===== src/sv/teis_pkg.sv =====
`timescale 1ns / 1ps
// ----------------------------------------------------------------------------
// teis_pkg
// Shared constants, command codes and the controller/datapath signal bundles.
// ----------------------------------------------------------------------------
package teis_pkg;

  localparam int TABLE_DEPTH_DEF   = 1024;
  localparam int FRACTION_BITS_DEF = 24;

  localparam logic [23:0] MASS_RESET = 24'd939566;
  localparam logic [31:0] MAG_MAX    = 32'h7FFF_FFFF;

  localparam logic [1:0] FUNC_APPEND = 2'd0;
  localparam logic [1:0] FUNC_CLEAR  = 2'd1;
  localparam logic [1:0] FUNC_SAMPLE = 2'd2;

  typedef enum logic [2:0] {
    MUL_TGT = 3'd0,
    MUL_Q   = 3'd1,
    MUL_CT  = 3'd2,
    MUL_MAG = 3'd3,
    MUL_X   = 3'd4,
    MUL_Y   = 3'd5,
    MUL_Z   = 3'd6
  } mul_sel_t;

  typedef enum logic {
    SQ_SRC_Q  = 1'b0,
    SQ_SRC_TH = 1'b1
  } sq_src_t;

  typedef struct packed {
    logic     cap;
    logic     append;
    logic     clear;
    logic     srch_init;
    logic     srch_upd;
    logic     sel_ld;
    logic     mul_en;
    mul_sel_t mul_sel;
    logic     sq_start;
    sq_src_t  sq_src;
    logic     p_ld;
    logic     p_sat;
    logic     st_ld;
    logic     mag_ld;
    logic     sc_start;
    logic     x_ld;
    logic     y_ld;
    logic     z_ld;
    logic     out_ld;
  } cmd_t;

  typedef struct packed {
    logic count_zero;
    logic lo_eq_hi;
    logic q_big;
    logic sq_busy;
    logic sc_busy;
    logic out_free;
  } sts_t;

endpackage


===== src/sv/teis_ctrl.sv =====
`timescale 1ns / 1ps
// ----------------------------------------------------------------------------
// teis_ctrl
// Sequencer for table updates and the steps of one sample.
// ----------------------------------------------------------------------------
module teis_ctrl (
  input  logic              clk,
  input  logic              rst_n,
  input  logic              in_tvalid,
  output logic              in_tready,
  input  logic [1:0]        in_tuser,
  input  teis_pkg::sts_t    sts,
  output teis_pkg::cmd_t    cmd
);

  import teis_pkg::*;

  typedef enum logic [21:0] {
    S_IDLE     = 22'h000001,
    S_TGT      = 22'h000002,
    S_SRCH_RD  = 22'h000004,
    S_SRCH_CMP = 22'h000008,
    S_SEL_LD   = 22'h000010,
    S_Q_MUL    = 22'h000020,
    S_Q_CHK    = 22'h000040,
    S_SQ_P     = 22'h000080,
    S_CT_MUL   = 22'h000100,
    S_CT_SQ    = 22'h000200,
    S_SQ_T     = 22'h000400,
    S_MAG_MUL  = 22'h000800,
    S_MAG_RND  = 22'h001000,
    S_SC_WAIT  = 22'h002000,
    S_X_MUL    = 22'h004000,
    S_X_RND    = 22'h008000,
    S_Y_MUL    = 22'h010000,
    S_Y_RND    = 22'h020000,
    S_Z_MUL    = 22'h040000,
    S_Z_RND    = 22'h080000,
    S_DONE     = 22'h100000
  } state_t;

  state_t state_r;
  state_t state_nxt;

  always_ff @(posedge clk) begin
    if (!rst_n) begin
      state_r <= S_IDLE;
    end else begin
      state_r <= state_nxt;
    end
  end

  always_comb begin
    state_nxt = state_r;
    cmd       = '0;
    cmd.mul_sel = MUL_TGT;
    cmd.sq_src  = SQ_SRC_Q;
    unique case (state_r)
      S_IDLE: begin
        if (in_tvalid) begin
          cmd.cap    = 1'b1;
          cmd.append = (in_tuser == FUNC_APPEND);
          cmd.clear  = (in_tuser == FUNC_CLEAR);
          if (in_tuser == FUNC_SAMPLE) begin
            // An empty table answers at once with the flag set.
            state_nxt = sts.count_zero ? S_DONE : S_TGT;
          end
        end
      end
      S_TGT: begin
        cmd.mul_en    = 1'b1;
        cmd.mul_sel   = MUL_TGT;
        cmd.srch_init = 1'b1;
        cmd.sc_start  = 1'b1;
        state_nxt     = S_SRCH_RD;
      end
      S_SRCH_RD: begin
        // The read issued here is at lo once the range has closed.
        state_nxt = sts.lo_eq_hi ? S_SEL_LD : S_SRCH_CMP;
      end
      S_SRCH_CMP: begin
        cmd.srch_upd = 1'b1;
        state_nxt    = S_SRCH_RD;
      end
      S_SEL_LD: begin
        cmd.sel_ld = 1'b1;
        state_nxt  = S_Q_MUL;
      end
      S_Q_MUL: begin
        cmd.mul_en  = 1'b1;
        cmd.mul_sel = MUL_Q;
        state_nxt   = S_Q_CHK;
      end
      S_Q_CHK: begin
        if (sts.q_big) begin
          cmd.p_sat = 1'b1;
          state_nxt = S_CT_MUL;
        end else begin
          cmd.sq_start = 1'b1;
          cmd.sq_src   = SQ_SRC_Q;
          state_nxt    = S_SQ_P;
        end
      end
      S_SQ_P: begin
        if (!sts.sq_busy) begin
          cmd.p_ld  = 1'b1;
          state_nxt = S_CT_MUL;
        end
      end
      S_CT_MUL: begin
        cmd.mul_en  = 1'b1;
        cmd.mul_sel = MUL_CT;
        state_nxt   = S_CT_SQ;
      end
      S_CT_SQ: begin
        cmd.sq_start = 1'b1;
        cmd.sq_src   = SQ_SRC_TH;
        state_nxt    = S_SQ_T;
      end
      S_SQ_T: begin
        if (!sts.sq_busy) begin
          cmd.st_ld = 1'b1;
          state_nxt = S_MAG_MUL;
        end
      end
      S_MAG_MUL: begin
        cmd.mul_en  = 1'b1;
        cmd.mul_sel = MUL_MAG;
        state_nxt   = S_MAG_RND;
      end
      S_MAG_RND: begin
        cmd.mag_ld = 1'b1;
        state_nxt  = S_SC_WAIT;
      end
      S_SC_WAIT: begin
        if (!sts.sc_busy) begin
          state_nxt = S_X_MUL;
        end
      end
      S_X_MUL: begin
        cmd.mul_en  = 1'b1;
        cmd.mul_sel = MUL_X;
        state_nxt   = S_X_RND;
      end
      S_X_RND: begin
        cmd.x_ld  = 1'b1;
        state_nxt = S_Y_MUL;
      end
      S_Y_MUL: begin
        cmd.mul_en  = 1'b1;
        cmd.mul_sel = MUL_Y;
        state_nxt   = S_Y_RND;
      end
      S_Y_RND: begin
        cmd.y_ld  = 1'b1;
        state_nxt = S_Z_MUL;
      end
      S_Z_MUL: begin
        cmd.mul_en  = 1'b1;
        cmd.mul_sel = MUL_Z;
        state_nxt   = S_Z_RND;
      end
      S_Z_RND: begin
        cmd.z_ld  = 1'b1;
        state_nxt = S_DONE;
      end
      S_DONE: begin
        if (sts.out_free) begin
          cmd.out_ld = 1'b1;
          state_nxt  = S_IDLE;
        end
      end
      default: begin
        state_nxt = S_IDLE;
      end
    endcase
  end

  assign in_tready = (state_r == S_IDLE);

endmodule


===== config.mk =====
export PLATFORM = sky130hd
export DESIGN_NAME = teis_ctrl
export DESIGN_NICKNAME = d
export VERILOG_FILES = /design/src/sv/teis_pkg.sv /design/src/sv/teis_ctrl.sv
export SDC_FILE = /design/constraint.sdc
export NUM_CORES = 1
export LEC_CHECK = 0
export ABC_CLOCK_PERIOD_IN_PS = 2850
export BUFFER_PORTS_ARGS = -buffer_cell sky130_fd_sc_hd__buf_4
export CAP_MARGIN = 20
export CORE_MARGIN = 2
export CORE_UTILIZATION = 40
export CTS_BUF_LIST = sky130_fd_sc_hd__clkbuf_16
export CTS_CLUSTER_SIZE = 28
export DETAILED_ROUTE_END_ITERATION = 6
export PLACE_DENSITY = 0.73
export SETUP_SLACK_MARGIN = 0.1
export SYNTH_ARGS = -nofsm -noshare
export SYNTH_HDL_FRONTEND = slang
export SYNTH_SLANG_ARGS = --single-unit

===== constraint.sdc =====
create_clock -name clk -period 2.85 [get_ports clk]
set_clock_uncertainty 0.2 [all_clocks]
set_input_delay 0.285 -clock clk [delete_from_list [all_inputs] [get_ports clk]]
set_output_delay 0.285 -clock clk [all_outputs]
set_load 0.005 [all_outputs]

==> flow_summary_export.csv <==
group,metric,value,unit
detailed_routing,drc,0,
detailed_routing,wl_met1,1.82,mm
critical_path,worst-path-stages,8,
critical_path,crit_path_frequent_cell,"buf_4",
min_path,worstHoldPathType,"input port to flip-flop",
critical_path,worst_setup_path_end_kind,"output port",
critical_path,r2r-start,"state_r[9]",
synthesis,netlist.area_leader.share,28.5,%
finish,largestRegisters,"state_r: 21 flops",
synthesis,synth_area_leaders,"dfxtp_1 28%, nor4_4 8.7%, nor3_1 4.7%",
cts,cts_max_level,1,
die,top_level_ports,33,
synthesis,async_reset_ff_share,0,%
sta,rsz0062_at_grt,"true",
critical_path,rrSetupSlack,0.26,ns
critical_path,reg2reg_depth,9,
sta,setup_tns,0,ns
synthesis,synth_area,1480,sq um
critical_path,critPathMaxStageDelay,0.37,ns
synthesis,yosysMostFrequentCell,"dfxtp_1",
cts,clkLatencyLatePin,0.26,ns
finish,top_register,"state_r",
synthesis,synth.distinct_cells,45,
global_routing,grt_max_degree,12,
critical_path,cp_slowest_cell,"dfxtp_1",
cts,cts.sinks,21,
critical_path,setup.worst_path.class,"flip-flop to output port",
finish,drive_gt1_share,38.7,%
global_routing,grt-ovfl-total,0,
detailed_routing,finalWirelength,4.01,mm
critical_path,path_cells,"nor4_4 -> buf_4 -> nand4b_4 -> or2_1 -> inv_2 -> nand2_1 -> nor3b_1 -> buf_4",
global_routing,grt_pass1_wl,6.24,mm
synthesis,ys_ff_latch,21,
die,start_util,40.9,%
sta,min_period,2.62,ns
flow_run,max-cap-violations,0,
sta,worst_pin_slew,0.467,ns
critical_path,cp-startpoint,"state_r[9]",
cts,root_buffer,"clkbuf_16",
finish,finalNonFillerCells,270,
cts,cts_inserted_buffers,3,
critical_path,critical_path.top_delay_family,"simple AND/OR/NAND/NOR gates",
sta,slew_headroom,68.6,%
finish,largest_reg_flops,21,
synthesis,synth_area_per_cell,8.78,sq um
sta,fin_crit_sh,92.0,%
power,fin_total_pwr,0.000923,W
global_routing,grt_antenna_before_repair,0,
sta,fmax,382,MHz
critical_path,reg2reg_to,"state_r[0]",
detailed_routing,wl_met3,272,um
power,p_leak,0.816,nW
global_routing,first_global_vias,1281,
placed_design,gp_congestion,0.931,
critical_path,cp_num_buf_inv,3,
detailed_routing,drtAntennaViolNets,0,
detailed_routing,dr.pass1.iters,4,
critical_path,critPathArrivalTime,2.14,ns
finish,n_antenna_cell,0,
die,die_w,64.7,um
critical_path,crit_fanout,6,
finish,fin_nets,234,
power,ir_drop,0.244,mV
finish,fillers,321,
sta,finalHoldViolCount,0,
synthesis,synth_edf_count,0,
cts,cts_buffer_depth,2,
synthesis,synthCells,168,
die,num_rows,22,
cts,cts_tree,"yes",
placed_design,port_buffers,32,
power,p_per_area,460,nW/um^2
placed_design,dp.cells,246,
die,dieArea,4190,sq um
critical_path,required,2.37,ns
die,core_area,3610,sq um
detailed_routing,vias_per_cell,5.47,
synthesis,synth_ff_type,"dfxtp_1",
synthesis,yosys-top-cells-count,"21 x dfxtp_1, 15 x nor2_1, 14 x nor3_1, 13 x nand2_1",
detailed_routing,drt_iter0_markers,125,
detailed_routing,route.met2.wl,1.78,mm
cts,clk_pin_slew_worst_paths,0.05,ns
finish,utilization,55.7,%
synthesis,synth_sequential_area_ratio,28.5,%
critical_path,crit_path_start_kind,"flip-flop",
synthesis,syn_nets,179,
finish,area_growth,36.0,%
synthesis,ys_warn_count,0,
detailed_routing,vias,1477,
detailed_routing,routedWlPerCell,14.8,um
placed_design,dp_hpwl,2.88,mm
detailed_routing,routed.top_layer,"met4",
critical_path,cp-endpoint,"cmd[18]",
status,outcome,"finished clean",
sta,drv_slew,0,
global_routing,grt.total_usage,19.3,%
synthesis,synth_top_area_cell,"dfxtp_1",
die,die_y,64.7,um
sta,setup_viol,0,
routing by layer:
metal / vias to the layer above / global-route usage (%)
met3: 11 / 3.13
li1: 734 / -
met5: - / 0
met1: 660 / 26.4
met2: 72 / 28.7
met4: 0 / 10.6
through the flow:
step                      instance area, sq um  worst slack, ns  hold WS (ns)
after CTS                                 1930            0.118        0.0632
after global routing                      2010           0.0793        0.0746
after detailed placement                  1760           0.0213         0.262
after floorplan                           1480            0.587         0.163
after global placement                    1760            0.149         0.263
final                                     2010            0.229        0.0624
power breakdown:
group	total [W]	internal [W]	switching, W
Combinational	0.000308	0.000147	0.000161
Clock	0.000297	0.000187	0.000110
Sequential	0.000318	0.000302	0.0000158
cells by family after synthesis:
kind of cell              after synthesis  synth area share [%]
and+or+nand+nor                       108                  51.7
buffers and inverters                  15                  5.94
AOI/OAI and AO/OA                      19                  10.9
DFF                                    21                  28.5
xor gates and xnor gates                5                  2.97
layout by cell type, fill, tap and decap left out, drive strengths merged:
master,synthesis,routed
a2111o,1,1
a211o,1,1
a21oi,6,6
and4b,2,2
buf,7,55
clkbuf,1,3
dfxtp,21,21
dlygate4sd3,0,3
inv,7,8
nand2,13,13
nand2b,4,4
nand3,8,8
nand3b,7,7
nand4,1,1
nand4b,6,6
nor2,23,23
nor3,16,16
nor3b,1,1
nor4,12,12
nor4b,5,5
o2111ai,1,1
o211ai,1,1
o21ai,3,3
o21ba,1,1
o221ai,1,1
o22ai,1,1
o32a,1,1
o32ai,1,1
o41ai,1,1
or2,4,4
or3,4,4
or4,2,2
xnor2,2,2
xor2,3,3
area by class of cell:
class	instances	area [sq um]	area share [%]
multi-input cells	132	977	48.7
repair buffers	58	443	22.1
flip-flops and latches	21	422	21.0
clock buffers	3	75.1	3.74
well taps	48	60.1	2.99
inverters	7	26.3	1.31
clock inverters	1	3.75	0.187
worst min path at each step:
stage                     cells after the start          to  startpoint
final                                         2  state_r[8]      sts[2]
after global placement                        2  state_r[1]      sts[5]
after CTS                                     2  state_r[8]      sts[2]
after detailed placement                      2  state_r[3]      sts[4]
after floorplan                               1  state_r[3]      sts[4]
after global routing                          2  state_r[8]      sts[2]
worst reg2reg max path: stages (launching register included):
cell and delay [ns]:
dfxtp_1 0.37, nor4_4 0.36, buf_4 0.20, nand4_2 0.15
buf_4 0.18, nor3_1 0.29, or3_1 0.23, o41ai_4 0.10
buf_4 0.19, or2_1 0.20
timing repair:
| item | CTS | global route |
|---|---|---|
| setup endpoints to repair | 11 | 7 |
| resized for setup | 2 | 1 |
| hold buffers | 3 | 0 |
| setup buffers | 7 | 10 |
| endpoints found under the hold margin | 3 | 0 |
| pin swaps | 5 | 4 |
(Power assumes the default switching activity.)
